[config.mk]
export PLATFORM = sky130hd
export DESIGN_NAME = line_follow_pd_steering
export DESIGN_NICKNAME = d
export VERILOG_FILES = /design/src/lfp_pkg.sv /design/src/line_follow_pd_steering.sv /design/src/lfp_csr.sv /design/src/lfp_ctrl.sv /design/src/lfp_dp.sv
export VERILOG_INCLUDE_DIRS = /design/src /design/src/src
export SDC_FILE = /design/constraint.sdc
export NUM_CORES = 1
export LEC_CHECK = 0
export BUFFER_PORTS_ARGS = -buffer_cell sky130_fd_sc_hd__buf_2
export CORE_MARGIN = 1
export CORE_UTILIZATION = 31
export DETAILED_ROUTE_END_ITERATION = 10
export SLEW_MARGIN = 5
export SYNTH_ARGS = -nofsm -noshare
export SYNTH_HDL_FRONTEND = slang
export SYNTH_HIERARCHICAL = 1
export SYNTH_SLANG_ARGS = --single-unit
[constraint.sdc]
create_clock -name clock -period 9.13 [get_ports clock]
set_input_delay 2.2825 -clock clock [delete_from_list [all_inputs] [get_ports clock]]
set_output_delay 2.2825 -clock clock [all_outputs]
set_load 0.005 [all_outputs]
[src/assert_macros.svh]
// assertion macros for the line follow steering datapath
`ifndef ASSERT_MACROS_SVH
`define ASSERT_MACROS_SVH

`ifndef ASSERT_OFF
// same-cycle implication
`define ASSERT_IMPLIES(label, clk, rst, ante, cons) \
   label: assert property (@(posedge clk) disable iff (rst) (ante) |-> (cons)) \
      else $error("assertion failed");
// next-cycle implication
`define ASSERT_NEXT(label, clk, rst, ante, cons) \
   label: assert property (@(posedge clk) disable iff (rst) (ante) |=> (cons)) \
      else $error("assertion failed");
`else
`define ASSERT_IMPLIES(label, clk, rst, ante, cons)
`define ASSERT_NEXT(label, clk, rst, ante, cons)
`endif

`endif

[src/lfp_pkg.sv]
// shared types, constants and the arctangent table of the steering block
package lfp_pkg;

   // field widths
   localparam int SENSOR_W   = 8;
   localparam int DRIVE_W    = 10;
   localparam int ANGLE_W    = 13;
   localparam int GAIN_W     = 6;
   localparam int THRESH_W   = 3;
   localparam int COUNT_W    = 4;
   localparam int SUM_W      = 5;

   // internal datapath widths
   localparam int CORDIC_W   = 30;
   localparam int Z_W        = 25;
   localparam int DANG_W     = ANGLE_W + 1;
   localparam int PPROD_W    = GAIN_W + 1 + ANGLE_W;
   localparam int DPROD_W    = GAIN_W + 1 + DANG_W;
   localparam int PD_W       = 22;
   localparam int DELTA_W    = 14;
   localparam int WIDE_W     = 16;

   localparam int CORDIC_STEPS = 16;
   localparam int ITER_W       = $clog2(CORDIC_STEPS);

   localparam int ANGLE_LIMIT = 3072;
   localparam int DRIVE_LIMIT = 400;

   // configuration port
   localparam int CSR_IDX_W  = 3;
   localparam int CSR_DATA_W = 10;

   localparam logic [CSR_IDX_W-1:0] REG_BASE_SPEED    = 3'd0;
   localparam logic [CSR_IDX_W-1:0] REG_GAIN_P        = 3'd1;
   localparam logic [CSR_IDX_W-1:0] REG_GAIN_D        = 3'd2;
   localparam logic [CSR_IDX_W-1:0] REG_JUNCTION_THR  = 3'd3;
   localparam logic [CSR_IDX_W-1:0] REG_REVERSE_BITS  = 3'd4;

   typedef struct packed {
      logic [DRIVE_W-1:0]  base_speed;
      logic [GAIN_W-1:0]   gain_p;
      logic [GAIN_W-1:0]   gain_d;
      logic [THRESH_W-1:0] junction_threshold;
      logic                reverse_bits;
   } lfp_cfg_type;

   typedef struct packed {
      logic              start;
      logic              init;
      logic              step;
      logic              round;
      logic              mul;
      logic              div;
      logic              load_out;
      logic [ITER_W-1:0] iter;
   } lfp_cmd_type;

   typedef struct packed {
      logic out_busy;
   } lfp_status_type;

   // atan(2^-i) in 1/65536 degree
   function automatic logic [Z_W-1:0] atan_entry(input logic [ITER_W-1:0] idx);
      logic [Z_W-1:0] v;
      case (idx)
         4'd0:    v = 25'd2949120;
         4'd1:    v = 25'd1740967;
         4'd2:    v = 25'd919879;
         4'd3:    v = 25'd466945;
         4'd4:    v = 25'd234379;
         4'd5:    v = 25'd117304;
         4'd6:    v = 25'd58666;
         4'd7:    v = 25'd29335;
         4'd8:    v = 25'd14668;
         4'd9:    v = 25'd7334;
         4'd10:   v = 25'd3667;
         4'd11:   v = 25'd1833;
         4'd12:   v = 25'd917;
         4'd13:   v = 25'd458;
         4'd14:   v = 25'd229;
         4'd15:   v = 25'd115;
         default: v = '0;
      endcase
      return v;
   endfunction

endpackage

[src/line_follow_pd_steering.sv]
// top level of the line follow pd steering block
//
//   channel  ports                                   direction
//   request  req_valid req_ready req_sensor_bits     in
//   response rsp_valid rsp_ready rsp_* fields        out
//   config   csr_we csr_index csr_wdata              in, write only
//
// a request passes from acceptance through a setup state, the iterations of the
// single shared cordic shift-add step, then rounding, multiply, divide and output
// states; the next request is accepted only after the output state.
// reset is synchronous and active high; it clears the heading history and
// loads the register defaults. a response held by rsp_ready low stalls the
// block in its output cycle; the next request is still taken while the
// finished response waits.
module line_follow_pd_steering
   import lfp_pkg::*;
#(
   parameter int SENSOR_COUNT = 7
)(
   input  logic                       clock,
   input  logic                       reset,
   input  logic                       req_valid,
   output logic                       req_ready,
   input  logic [SENSOR_W-1:0]        req_sensor_bits,
   output logic                       rsp_valid,
   input  logic                       rsp_ready,
   output logic signed [DRIVE_W-1:0]  rsp_left_drive,
   output logic signed [DRIVE_W-1:0]  rsp_right_drive,
   output logic signed [ANGLE_W-1:0]  rsp_angle_error,
   output logic                       rsp_junction_seen,
   output logic                       rsp_left_branch,
   output logic                       rsp_right_branch,
   output logic                       rsp_no_line,
   input  logic                       csr_we,
   input  logic [CSR_IDX_W-1:0]       csr_index,
   input  logic [CSR_DATA_W-1:0]      csr_wdata
);

   lfp_cfg_type    cfg;
   lfp_cmd_type    cmd;
   lfp_status_type status;

   // configuration registers
   lfp_csr u_csr (
      .clock     (clock),
      .reset     (reset),
      .csr_we    (csr_we),
      .csr_index (csr_index),
      .csr_wdata (csr_wdata),
      .cfg       (cfg)
   );

   // sequencer
   lfp_ctrl u_ctrl (
      .clock     (clock),
      .reset     (reset),
      .req_valid (req_valid),
      .req_ready (req_ready),
      .status    (status),
      .cmd       (cmd)
   );

   // arithmetic
   lfp_dp #(
      .SENSOR_COUNT (SENSOR_COUNT)
   ) u_dp (
      .clock             (clock),
      .reset             (reset),
      .cfg               (cfg),
      .cmd               (cmd),
      .status            (status),
      .req_sensor_bits   (req_sensor_bits),
      .rsp_valid         (rsp_valid),
      .rsp_ready         (rsp_ready),
      .rsp_left_drive    (rsp_left_drive),
      .rsp_right_drive   (rsp_right_drive),
      .rsp_angle_error   (rsp_angle_error),
      .rsp_junction_seen (rsp_junction_seen),
      .rsp_left_branch   (rsp_left_branch),
      .rsp_right_branch  (rsp_right_branch),
      .rsp_no_line       (rsp_no_line)
   );

endmodule

[src/lfp_csr.sv]
// configuration registers of the steering block
module lfp_csr
   import lfp_pkg::*;
(
   input  logic                  clock,
   input  logic                  reset,
   input  logic                  csr_we,
   input  logic [CSR_IDX_W-1:0]  csr_index,
   input  logic [CSR_DATA_W-1:0] csr_wdata,
   output lfp_cfg_type           cfg
);

   lfp_cfg_type cfg_ff;

   // register writes, unknown indexes are dropped
   always_ff @(posedge clock) begin
      if (reset) begin
         cfg_ff.base_speed         <= 10'h36A;
         cfg_ff.gain_p             <= 6'd12;
         cfg_ff.gain_d             <= 6'd20;
         cfg_ff.junction_threshold <= 3'd3;
         cfg_ff.reverse_bits       <= 1'b1;
      end else if (csr_we) begin
         case (csr_index)
            REG_BASE_SPEED:   cfg_ff.base_speed         <= csr_wdata[DRIVE_W-1:0];
            REG_GAIN_P:       cfg_ff.gain_p             <= csr_wdata[GAIN_W-1:0];
            REG_GAIN_D:       cfg_ff.gain_d             <= csr_wdata[GAIN_W-1:0];
            REG_JUNCTION_THR: cfg_ff.junction_threshold <= csr_wdata[THRESH_W-1:0];
            REG_REVERSE_BITS: cfg_ff.reverse_bits       <= csr_wdata[0];
            default: ;
         endcase
      end
   end

   assign cfg = cfg_ff;

endmodule

[src/lfp_ctrl.sv]
// sequencing state machine of the steering block
module lfp_ctrl
   import lfp_pkg::*;
(
   input  logic           clock,
   input  logic           reset,
   input  logic           req_valid,
   output logic           req_ready,
   input  lfp_status_type status,
   output lfp_cmd_type    cmd
);

   localparam logic [2:0] S_IDLE   = 3'd0;
   localparam logic [2:0] S_INIT   = 3'd1;
   localparam logic [2:0] S_CORDIC = 3'd2;
   localparam logic [2:0] S_ROUND  = 3'd3;
   localparam logic [2:0] S_MUL    = 3'd4;
   localparam logic [2:0] S_DIV    = 3'd5;
   localparam logic [2:0] S_DONE   = 3'd6;

   localparam logic [ITER_W-1:0] ITER_LAST = ITER_W'(CORDIC_STEPS - 1);

   logic [2:0]        state_ff, state_in;
   logic [ITER_W-1:0] iter_ff, iter_in;

   assign req_ready = (state_ff == S_IDLE);

   // next state and commands
   always_comb begin
      state_in     = state_ff;
      iter_in      = iter_ff;
      cmd          = '0;
      cmd.iter     = iter_ff;
      case (state_ff)
         S_IDLE: begin
            if (req_valid) begin
               cmd.start = 1'b1;
               state_in  = S_INIT;
            end
         end
         S_INIT: begin
            cmd.init = 1'b1;
            iter_in  = '0;
            state_in = S_CORDIC;
         end
         S_CORDIC: begin
            cmd.step = 1'b1;
            iter_in  = iter_ff + 1'b1;
            if (iter_ff == ITER_LAST) begin
               state_in = S_ROUND;
            end
         end
         S_ROUND: begin
            cmd.round = 1'b1;
            state_in  = S_MUL;
         end
         S_MUL: begin
            cmd.mul  = 1'b1;
            state_in = S_DIV;
         end
         S_DIV: begin
            cmd.div  = 1'b1;
            state_in = S_DONE;
         end
         S_DONE: begin
            // wait while the previous response is still held
            if (!status.out_busy) begin
               cmd.load_out = 1'b1;
               state_in     = S_IDLE;
            end
         end
         default: begin
            state_in = S_IDLE;
         end
      endcase
   end

   always_ff @(posedge clock) begin
      if (reset) begin
         state_ff <= S_IDLE;
         iter_ff  <= '0;
      end else begin
         state_ff <= state_in;
         iter_ff  <= iter_in;
      end
   end

endmodule

[src/lfp_dp.sv]
// datapath: centroid, shared cordic step, pd term and drive saturation
`include "assert_macros.svh"

module lfp_dp
   import lfp_pkg::*;
#(
   parameter int SENSOR_COUNT = 7
)(
   input  logic                       clock,
   input  logic                       reset,
   input  lfp_cfg_type                cfg,
   input  lfp_cmd_type                cmd,
   output lfp_status_type             status,
   input  logic [SENSOR_W-1:0]        req_sensor_bits,
   output logic                       rsp_valid,
   input  logic                       rsp_ready,
   output logic signed [DRIVE_W-1:0]  rsp_left_drive,
   output logic signed [DRIVE_W-1:0]  rsp_right_drive,
   output logic signed [ANGLE_W-1:0]  rsp_angle_error,
   output logic                       rsp_junction_seen,
   output logic                       rsp_left_branch,
   output logic                       rsp_right_branch,
   output logic                       rsp_no_line
);

   // sensors at bit SENSOR_COUNT and above read as unlit
   localparam int USED = (SENSOR_COUNT < SENSOR_W) ? SENSOR_COUNT : SENSOR_W;
   localparam logic [SENSOR_W-1:0] LIT_MASK = SENSOR_W'((1 << USED) - 1);
   localparam logic RBR_ON = (SENSOR_COUNT <= SENSOR_W);
   localparam logic [2:0] RBR_IDX = 3'((SENSOR_COUNT <= SENSOR_W) ? SENSOR_COUNT - 1 : 0);

   localparam logic signed [Z_W-1:0]     Z_HALF   = Z_W'(128);
   localparam logic signed [Z_W-1:0]     Z_HI     = Z_W'(ANGLE_LIMIT);
   localparam logic signed [Z_W-1:0]     Z_LO     = -Z_HI;
   localparam logic signed [ANGLE_W-1:0] ANG_HI   = ANGLE_W'(ANGLE_LIMIT);
   localparam logic signed [ANGLE_W-1:0] ANG_LO   = -ANG_HI;
   localparam logic signed [WIDE_W-1:0]  DRV_HI   = WIDE_W'(DRIVE_LIMIT);
   localparam logic signed [WIDE_W-1:0]  DRV_LO   = -DRV_HI;
   localparam logic signed [PD_W-1:0]    PD_BIAS  = PD_W'(255);

   logic [SENSOR_W-1:0]        bits_ff;
   logic [COUNT_W-1:0]         count_ff;
   logic signed [CORDIC_W-1:0] x_ff, y_ff;
   logic signed [Z_W-1:0]      z_ff;
   logic signed [ANGLE_W-1:0]  angle_ff;
   logic signed [PPROD_W-1:0]  pprod_ff;
   logic signed [DPROD_W-1:0]  dprod_ff;
   logic signed [DELTA_W-1:0]  delta_ff;
   logic signed [ANGLE_W-1:0]  prev_angle_ff, prev_angle_in;
   logic                       have_prev_ff, have_prev_in;
   logic                       rsp_valid_ff, rsp_valid_in;

   logic [SENSOR_W-1:0]        rev_c;
   logic [COUNT_W-1:0]         count_c;
   logic [SUM_W-1:0]           sum_c;
   logic [31:0]                x0_c;
   logic signed [31:0]         y0_c;
   logic signed [CORDIC_W-1:0] xs_c, ys_c;
   logic signed [Z_W-1:0]      zsh_c;
   logic signed [ANGLE_W-1:0]  angle_c;
   logic                       junction_c;
   logic signed [DANG_W-1:0]   dang_c;
   logic signed [PPROD_W-1:0]  pprod_c;
   logic signed [DPROD_W-1:0]  dprod_c;
   logic signed [PD_W-1:0]     t_c, t_adj_c, t_sh_c;
   logic signed [WIDE_W-1:0]   base_c, delta2_c, left_c, right_c;
   logic signed [DRIVE_W-1:0]  left_sat_c, right_sat_c;
   logic                       hist_clear_c;
   logic                       prev_ok_c;

   // bit order reversal
   always_comb begin
      for (int i = 0; i < SENSOR_W; i++) begin
         rev_c[i] = req_sensor_bits[SENSOR_W-1-i];
      end
   end

   // lit count and index sum
   always_comb begin
      count_c = '0;
      sum_c   = '0;
      for (int i = 0; i < SENSOR_W; i++) begin
         if (bits_ff[i]) begin
            count_c = count_c + 1'b1;
            sum_c   = sum_c + SUM_W'(i);
         end
      end
   end

   // cordic start vector, scaled by 65536
   assign x0_c = {{(32-COUNT_W){1'b0}}, count_c} * 32'd16384000;
   assign y0_c = ($signed({{(32-SUM_W){1'b0}}, sum_c}) * 32'sd14
                - $signed({{(32-COUNT_W){1'b0}}, count_c}) * 32'sd49) <<< 16;

   // shifted terms for one vectoring step
   assign xs_c = x_ff >>> cmd.iter;
   assign ys_c = y_ff >>> cmd.iter;

   // round to 1/256 degree and saturate, empty line gives zero
   assign zsh_c = (z_ff + Z_HALF) >>> 8;
   always_comb begin
      if (count_ff == '0) begin
         angle_c = '0;
      end else if (zsh_c > Z_HI) begin
         angle_c = Z_HI[ANGLE_W-1:0];
      end else if (zsh_c < Z_LO) begin
         angle_c = Z_LO[ANGLE_W-1:0];
      end else begin
         angle_c = zsh_c[ANGLE_W-1:0];
      end
   end

   assign junction_c = (count_ff > {1'b0, cfg.junction_threshold});

   // pd products
   assign dang_c  = have_prev_ff ? (DANG_W'(prev_angle_ff) - DANG_W'(angle_ff)) : '0;
   assign pprod_c = $signed({1'b0, cfg.gain_p}) * angle_ff;
   assign dprod_c = $signed({1'b0, cfg.gain_d}) * dang_c;

   // difference divided by 256, truncating toward zero
   assign t_c     = PD_W'(pprod_ff) - PD_W'(dprod_ff);
   assign t_adj_c = t_c[PD_W-1] ? (t_c + PD_BIAS) : t_c;
   assign t_sh_c  = t_adj_c >>> 8;

   // drive sums and saturation
   assign base_c   = WIDE_W'($signed(cfg.base_speed));
   assign delta2_c = WIDE_W'(delta_ff) <<< 1;
   assign left_c   = base_c - delta2_c;
   assign right_c  = base_c + delta2_c;

   always_comb begin
      if (left_c > DRV_HI) begin
         left_sat_c = DRV_HI[DRIVE_W-1:0];
      end else if (left_c < DRV_LO) begin
         left_sat_c = DRV_LO[DRIVE_W-1:0];
      end else begin
         left_sat_c = left_c[DRIVE_W-1:0];
      end
      if (right_c > DRV_HI) begin
         right_sat_c = DRV_HI[DRIVE_W-1:0];
      end else if (right_c < DRV_LO) begin
         right_sat_c = DRV_LO[DRIVE_W-1:0];
      end else begin
         right_sat_c = right_c[DRIVE_W-1:0];
      end
   end

   // working registers
   always_ff @(posedge clock) begin
      if (cmd.start) begin
         bits_ff <= (cfg.reverse_bits ? rev_c : req_sensor_bits) & LIT_MASK;
      end
      if (cmd.init) begin
         count_ff <= count_c;
         x_ff     <= x0_c[CORDIC_W-1:0];
         y_ff     <= y0_c[CORDIC_W-1:0];
         z_ff     <= '0;
      end else if (cmd.step) begin
         if (!y_ff[CORDIC_W-1]) begin
            x_ff <= x_ff + ys_c;
            y_ff <= y_ff - xs_c;
            z_ff <= z_ff + $signed(atan_entry(cmd.iter));
         end else begin
            x_ff <= x_ff - ys_c;
            y_ff <= y_ff + xs_c;
            z_ff <= z_ff - $signed(atan_entry(cmd.iter));
         end
      end
      if (cmd.round) begin
         angle_ff <= angle_c;
      end
      if (cmd.mul) begin
         pprod_ff <= pprod_c;
         dprod_ff <= dprod_c;
      end
      if (cmd.div) begin
         delta_ff <= junction_c ? '0 : t_sh_c[DELTA_W-1:0];
      end
   end

   // response payload
   always_ff @(posedge clock) begin
      if (cmd.load_out) begin
         rsp_left_drive    <= left_sat_c;
         rsp_right_drive   <= right_sat_c;
         rsp_angle_error   <= angle_ff;
         rsp_junction_seen <= junction_c;
         rsp_left_branch   <= junction_c && (bits_ff[1:0] != 2'b00);
         rsp_right_branch  <= junction_c && RBR_ON && bits_ff[RBR_IDX];
         rsp_no_line       <= (count_ff == '0);
      end
   end

   // heading history, cleared at a junction
   always_comb begin
      prev_angle_in = prev_angle_ff;
      have_prev_in  = have_prev_ff;
      if (cmd.div) begin
         if (junction_c) begin
            prev_angle_in = '0;
            have_prev_in  = 1'b0;
         end else begin
            prev_angle_in = angle_ff;
            have_prev_in  = 1'b1;
         end
      end
   end

   // response valid flag
   always_comb begin
      rsp_valid_in = rsp_valid_ff;
      if (cmd.load_out) begin
         rsp_valid_in = 1'b1;
      end else if (rsp_ready) begin
         rsp_valid_in = 1'b0;
      end
   end

   always_ff @(posedge clock) begin
      if (reset) begin
         prev_angle_ff <= '0;
         have_prev_ff  <= 1'b0;
         rsp_valid_ff  <= 1'b0;
      end else begin
         prev_angle_ff <= prev_angle_in;
         have_prev_ff  <= have_prev_in;
         rsp_valid_ff  <= rsp_valid_in;
      end
   end

   assign rsp_valid       = rsp_valid_ff;
   assign status.out_busy = rsp_valid_ff && !rsp_ready;

   // history checks
   assign hist_clear_c = !have_prev_ff && (prev_angle_ff == '0);
   assign prev_ok_c    = (prev_angle_ff <= ANG_HI) && (prev_angle_ff >= ANG_LO);

   // never overwrite a response that is still held
   `ASSERT_IMPLIES(a_no_overwrite, clock, reset, cmd.load_out, !(rsp_valid_ff && !rsp_ready))
   // a junction always leaves an empty history
   `ASSERT_NEXT(a_junction_clears, clock, reset, cmd.div && junction_c, hist_clear_c)
   // stored heading stays within the saturation limits
   `ASSERT_IMPLIES(a_prev_range, clock, reset, 1'b1, prev_ok_c)

endmodule
==> results of run 1 <==
## final timing paths
path	from	endpoint	slack, ns
setup / recovery	u_dp/angle_ff[2]$_SDFFCE_PP0P_	u_dp/dprod_ff[20]$_DFFE_PP_	1.92
hold / removal	u_dp/prev_angle_ff[6]$_SDFFE_PP0P_	u_dp/prev_angle_ff[6]$_SDFFE_PP0P_	0.47
setup reg to reg	u_dp/angle_ff[2]$_SDFFCE_PP0P_	u_dp/dprod_ff[20]$_DFFE_PP_	1.92
hold reg to reg	u_dp/prev_angle_ff[6]$_SDFFE_PP0P_	u_dp/prev_angle_ff[6]$_SDFFE_PP0P_	0.47
## critical path, delay by kind of cell (launching register included)
| family | cells | cell delay, ns |
|---|---|---|
| compound gates | 12 | 2.89 |
| xor+xnor | 2 | 0.28 |
| fa+ha+maj | 6 | 2.57 |
| buf+inv | 3 | 0.19 |
| flops | 1 | 0.54 |
| mux | 1 | 0.30 |
| simple gates | 1 | 0.14 |
## state kept, by name, summed over array words and instances (netlist names), 3 cells and up
signal and flops:
u_dp/x_ff 30, u_dp/y_ff 30, u_csr/cfg 26, u_dp/z_ff 25, u_dp/dprod_ff 21, u_dp/pprod_ff 20
u_dp/delta_ff 14, u_dp/angle_ff 13, u_dp/prev_angle_ff 13, u_dp/rsp_angle_error 13, u_dp/rsp_left_drive 10, u_dp/rsp_right_drive 10
u_dp/bits_ff 7, u_ctrl/iter_ff 4, u_dp/count_ff 4, u_ctrl/state_ff 3
## area by class of cell
| class | instances | area, um^2 | share of cell area, % |
|---|---|---|---|
| inverter | 289 | 1080 | 3.34 |
| tap | 1265 | 1580 | 4.87 |
| timing repair buffer | 91 | 523 | 1.61 |
| multi-input combinational | 2777 | 21800 | 67.2 |
| clock buffer | 40 | 872 | 2.68 |
| clock inverter | 16 | 210 | 0.646 |
| sequential | 249 | 6410 | 19.7 |
| antenna | 1 | 2.50 | 0.00770 |
## layout by cell type, fill, tap and decap left out, types with 72 or more instances in the layout
cell type and n:
sky130_fd_sc_hd__xnor2_1 162, sky130_fd_sc_hd__nor2_1 267, sky130_fd_sc_hd__o21ai_0 146, sky130_fd_sc_hd__a21oi_1 240, sky130_fd_sc_hd__edfxtp_1 141, sky130_fd_sc_hd__dfxtp_1 104, sky130_fd_sc_hd__fa_1 137, sky130_fd_sc_hd__nand2_1 267
sky130_fd_sc_hd__nand3_1 87, sky130_fd_sc_hd__ha_1 283, sky130_fd_sc_hd__inv_1 288, sky130_fd_sc_hd__nand2b_1 72, sky130_fd_sc_hd__xor2_1 105, sky130_fd_sc_hd__and2_1 90, sky130_fd_sc_hd__mux2i_1 116
## logic make-up (layout without fill, tap and decap cells)
| kind of cell | Yosys count | in the layout | share of synthesized area, % |
|---|---|---|---|
| compound gates | 792 | 792 | 17.0 |
| simple gates | 1106 | 1106 | 18.5 |
| mux | 191 | 191 | 8.46 |
| xor+xnor | 268 | 268 | 7.88 |
| fa+ha+maj | 420 | 420 | 21.0 |
| buf+inv | 436 | 436 | 5.87 |
| other cells | 0 | 1 | 0 |
| flops | 249 | 249 | 21.3 |
## metrics by stage
step / worst slack, ns / utilization [%]
6_report: 1.92 / 34.1
5_1_grt: 1.48 / 34.1
3_3_place_gp: 2.12 / 32.9
2_1_floorplan: 2.28 / -
3_5_place_dp: 2.03 / 32.9
4_1_cts: 1.92 / 34.1
## per-layer routing
| layer | vias up | GRT usage (%) |
|---|---|---|
| li1 | 12300 | - |
| met1 | 12000 | 21.7 |
| met2 | 624 | 27.4 |
| met3 | 105 | 1.69 |
| met4 | 0 | 4.30 |
| met5 | - | 0 |
## power by group through the flow
stage | Clock (W) | Combinational [W] | Sequential [W]
after detailed placement | 0 | 0.00602 | 0.00169
after global placement | 0 | 0.00597 | 0.00168
final | 0.00134 | 0.00608 | 0.00167
after floorplan | 0 | 0.00485 | 0.00156
after global routing | 0.00141 | 0.00682 | 0.00170
after CTS | 0.00138 | 0.00606 | 0.00166
==> impl_metrics.yaml, run 1 <==
run_status:
  result_of_the_run: "finished, final reports clean"
power:
  power.ir.vdd_worst_mv: 0.780
  power_switching_w: 0.00425
  switching_share_pct: 46.8
  total_power_consumption_w: 0.00908
  power_density_nw_per_um2: 279
  pwr-share-clk_pct: 14.7
  power.share.sequential_pct: 18.4
  share_comb_of_total_power_pct: 66.9
  cell_internal_pwr_w: 0.00484
  static-leakage-power_nw: 13.8
place:
  hpwlAfterDp_mm: 63.8
  globalplace.congestion: 0.901
  placedCellCount: 4671
  number_of_buffer_cells_added_on_primary_ports: 64
  placed_area_um2: 31400
clock_network:
  clock_sinks: 249
  cts.reportedPaths.clkPinSlew_ns: 0.07
  deepest_level_of_the_cts_h_tree: 1
  cts.repair.resized: 0
  clk-insertion-delay-late_ns: 0.63
  post_cts_hold_buffer_count: 0
  cts_buffer_depth: 3
  cts_made_buffers: 30
  tritoncts_clock_tree: "built"
  cts_setup_buffers: 0
  clk_root_buffer_cell: "sky130_fd_sc_hd__clkbuf_16"
global_routing:
  groute.usage.overall_pct: 16.2
  via_count_of_the_first_global_routing_pass: 24000
  global_route_wire_length_before_repair_mm: 129
  maximum_number_of_pins_on_one_net_before_global_route_repair: 65
  antenna_violations_before_repair: 4
  global_route.overflow_total: 0
timing:
  worst_slew_margin_rel_pct: 28.5
  fin_tns_setup_ns: 0
  crit_path_time_final_ns: 7.21
  max_slew.worst_pin.slew_ns: 1.07
  maxSlewViolCount: 0
  final.hold.worst_slack_ns: 0.474
  max_freq_mhz: 139
  final_setup_fails: 0
  fraction_of_the_cycle_the_final_worst_path_needs_pct: 78.9
  finalHoldViolCount: 0
  grt_setup_unrepaired: "false"
  timing.clock.skew_ns: 0.0569
floorplanning:
  ios: 65
  die_w_um: 313
  start_util_pct: 31.4
  row_count: 113
  coreArea_um2: 95400
  die_area_um2: 97900
  die_h_um: 313
worst_setup_path:
  startpoint_type: "flop"
  crit_path_slowest_cell: "sky130_fd_sc_hd__o41ai_2"
  worst_r2r_path_depth: 25
  critPathMostFrequentCell: "sky130_fd_sc_hd__o21ai_0"
  timing.critical_path.fanout_max: 9
  setup.worst_path.end_class: "flop"
  worstPathArrival_ns: 7.51
  critical_path_class: "reg2reg"
  critPathMaxStageDelay_ns: 0.81
  cp.required_ns: 9.44
flow_run:
  cap_violations: 0
route:
  firstDrtPassIters: 7
  detail_route.drc_violations: 0
  route.detailed.wl_per_inst_um: 17.2
  drt_wl_total_mm: 81.3
  via_count: 25000
  route.top_layer_used: "met4"
  dr.first_iter.drc_count: 1802
  met3_wirelength_mm: 3.85
  drtAntennaViolNets: 0
  avgViaCountPerCell: 5.29
  routed-wl-met2_mm: 37.9
  wirelength_met1_mm: 37.5
yosys:
  yosys_warnings: 6
  yosys.area.top_type: "sky130_fd_sc_hd__edfxtp_1"
  number_of_enable_type_register_cells_in_the_synthesized_netlist: 141
  cell_types_with_the_largest_area_share_after_synthesis: "sky130_fd_sc_hd__edfxtp_1, sky130_fd_sc_hd__ha_1, sky130_fd_sc_hd__fa_1, sky130_fd_sc_hd__dfxtp_1, sky130_fd_sc_hd__xnor2_1"
  dominantRegCellSynth: "sky130_fd_sc_hd__edfxtp_1"
  postSynthCellCount: 3462
  cell_variety_after_synth: 99
  synth.cell_area_um2: 30000
  netlist.area_leader.share_pct: 14.1
  ys_ff_latch: 249
  yosysMostFrequentCell: "sky130_fd_sc_hd__inv_1"
  yosysSeqAreaShare_pct: 21.3
  asyncSetResetFlopFracSynth_pct: 0
  ranking_of_synthesized_cells_by_instance_count: "sky130_fd_sc_hd__inv_1, sky130_fd_sc_hd__ha_1, sky130_fd_sc_hd__nor2_1"
  post_synth.cell_area_avg_um2: 8.66
  postSynthNetCount: 3908
worst_hold_path:
  worst_hold_path.num_cells: 2
  worst_min_delay_path_category: "reg2reg"
finish:
  stdcell_area_um2: 32500
  final_layout_size_suffix_gt1_share_pct: 7.80
  fillCellCount: 9903
  num-nets-final: 3884
  stdcell_count: 4728
  syn_to_final_growth_pct: 8.52
Note: power is estimated with default switching activity, not from simulation.
==> run 2: changes to the inputs <==
Clock period 9.13 ns to 5.8 ns, I/O delays scaled along.
==> impl_metrics.yaml, run 2 (same netlist as run 1, synthesis figures left out) <==
run_status:
  result_of_the_run: "finished with violations"
  violations: "setup timing"
floorplanning:
  die_h_um: 313
  ios: 65
  row_count: 113
  coreArea_um2: 95400
  die_w_um: 313
  start_util_pct: 31.4
  die_area_um2: 97900
route:
  drtAntennaViolNets: 0
  dr.first_iter.drc_count: 1690
  via_count: 25800
  drt_wl_total_mm: 85.0
  avgViaCountPerCell: 5.26
  firstDrtPassIters: 5
  detail_route.drc_violations: 0
  route.detailed.wl_per_inst_um: 17.3
timing:
  fin_tns_setup_ns: -0.835
  timing.clock.skew_ns: 0.0148
  max_slew.worst_pin.slew_ns: 1.21
  maxSlewViolCount: 0
  crit_path_time_final_ns: 6.01
  worst_slew_margin_rel_pct: 18.7
  final_setup_fails: 6
  grt_setup_unrepaired: "true"
  setup_ws_ns: -0.211
  finalHoldViolCount: 0
  final.hold.worst_slack_ns: 0.475
  fraction_of_the_cycle_the_final_worst_path_needs_pct: 104
  max_freq_mhz: 166
global_routing:
  global_route.overflow_total: 0
  groute.usage.overall_pct: 16.8
  antenna_violations_before_repair: 0
  global_route_wire_length_before_repair_mm: 133
  maximum_number_of_pins_on_one_net_before_global_route_repair: 81
  via_count_of_the_first_global_routing_pass: 24500
place:
  globalplace.congestion: 0.898
  number_of_buffer_cells_added_on_primary_ports: 64
  hpwlAfterDp_mm: 65.6
  placed_area_um2: 32700
  placedCellCount: 4816
worst_setup_path:
  worstPathArrival_ns: 6.37
  critPathMostFrequentCell: "sky130_fd_sc_hd__fa_1"
  startpoint_type: "flop"
  critPathMaxStageDelay_ns: 0.55
  crit_path_slowest_cell: "sky130_fd_sc_hd__fa_1"
  timing.critical_path.fanout_max: 4
  critical_path_class: "reg2reg"
  setup.worst_path.end_class: "flop"
  cp.required_ns: 6.16
power:
  pwr-share-clk_pct: 12.5
  power.ir.vdd_worst_mv: 0.430
  power_switching_w: 0.00708
  share_comb_of_total_power_pct: 70.1
  power.share.sequential_pct: 17.4
  power_density_nw_per_um2: 442
  switching_share_pct: 46.3
  static-leakage-power_nw: 14.7
  cell_internal_pwr_w: 0.00821
  total_power_consumption_w: 0.0153
clock_network:
  clock_sinks: 249
  cts.reportedPaths.clkPinSlew_ns: 0.06
  cts_buffer_depth: 3
  clk-insertion-delay-late_ns: 0.61
  tritoncts_clock_tree: "built"
  clk_root_buffer_cell: "sky130_fd_sc_hd__clkbuf_16"
  deepest_level_of_the_cts_h_tree: 1
  cts_made_buffers: 31
finish:
  mostFrequentLayoutCells: "sky130_fd_sc_hd__inv_1, sky130_fd_sc_hd__ha_1, sky130_fd_sc_hd__nor2_1, sky130_fd_sc_hd__nand2_1, sky130_fd_sc_hd__a21oi_1"
  final_layout_size_suffix_gt1_share_pct: 15.3
  stdcell_count: 4917
  layout.cells.most_common: "sky130_fd_sc_hd__inv_1"
  stdcell_area_um2: 34600
  syn_to_final_growth_pct: 15.4
  num-nets-final: 4074
worst_hold_path:
  worst_min_delay_path_category: "reg2reg"
flow_run:
  cap_violations: 0
==> run 2: changes by cell type in the layout (fill, tap and decap cells not counted), moves of 13 or more <==
cell / change
sky130_fd_sc_hd__a21oi_1: -13
sky130_fd_sc_hd__buf_4: +171
sky130_fd_sc_hd__o21ai_0: -17
sky130_fd_sc_hd__ha_1: -15
sky130_fd_sc_hd__inv_2: +13
sky130_fd_sc_hd__inv_1: -14
==> run 2: critical path: cells and delay by family, from the launching register on <==
| kind | cells | cell delay [ns] |
|---|---|---|
| adder cells (fa/ha/maj) | 6 | 2.49 |
| AO/OA/AOI/OAI | 12 | 1.85 |
| buffers and inverters | 5 | 0.47 |
| flip-flops | 1 | 0.34 |
| XOR/XNOR | 2 | 0.25 |
| multiplexers | 1 | 0.22 |
| AND/OR/NAND/NOR | 1 | 0.13 |
==> run 2: final timing paths <==
path | slack, ns | cells after the start | from | to
setup / recovery | -0.21 | 27 | u_dp/angle_ff[2]$_SDFFCE_PP0P_ | u_dp/dprod_ff[20]$_DFFE_PP_
hold / removal | 0.48 | 2 | u_dp/prev_angle_ff[0]$_SDFFE_PP0P_ | u_dp/prev_angle_ff[0]$_SDFFE_PP0P_
setup reg to reg | -0.21 | 27 | u_dp/angle_ff[2]$_SDFFCE_PP0P_ | u_dp/dprod_ff[20]$_DFFE_PP_
hold reg to reg | 0.48 | 2 | u_dp/prev_angle_ff[0]$_SDFFE_PP0P_ | u_dp/prev_angle_ff[0]$_SDFFE_PP0P_
==> run 2: power by group through the flow <==
stage / Clock, W / Combinational [W] / Sequential, W
global placement: 0 / 0.00978 / 0.00268
CTS: 0.00196 / 0.00998 / 0.00265
floorplan: 0 / 0.00765 / 0.00245
finish: 0.00191 / 0.0107 / 0.00267
detailed placement: 0 / 0.00987 / 0.00268
global route: 0.00202 / 0.0118 / 0.00269
==> run 2: routing by layer <==
metal  vias to the layer above  routed length (um)  track usage [%]
met3                       107                3740             1.89
met5                         -                   0                0
met2                       580               41700             29.6
li1                      12700                   -                -
met1                     12500               37800             22.0
met4                         0                1710             3.36
==> run 2: through the flow <==
stage,util (%),setup slack [ns]
floorplan,-,-0.217
global placement,34.2,-0.446
detailed placement,34.2,-0.545
CTS,35.6,-0.246
global route,36.2,-0.476
finish,36.2,-0.211
==> run 2: area by class of cell <==
type / count / area (um^2)
diodes: 1 / 2.50
inverters: 289 / 1090
clock buffers: 45 / 878
multi-input cells: 2777 / 22500
flip-flops and latches: 249 / 6410
fillers: 9832 / 60900
clock inverters: 11 / 86.3
repair buffers: 280 / 2070
well taps: 1265 / 1580
==> run 2: what timing repair did <==
item,4_1_cts,5_1_grt
buffers inserted,17,27
hold buffers,0,0
pin swaps,22,61
hold endpoints to repair,0,0
resized for setup,42,88
setup endpoints to repair,14,34
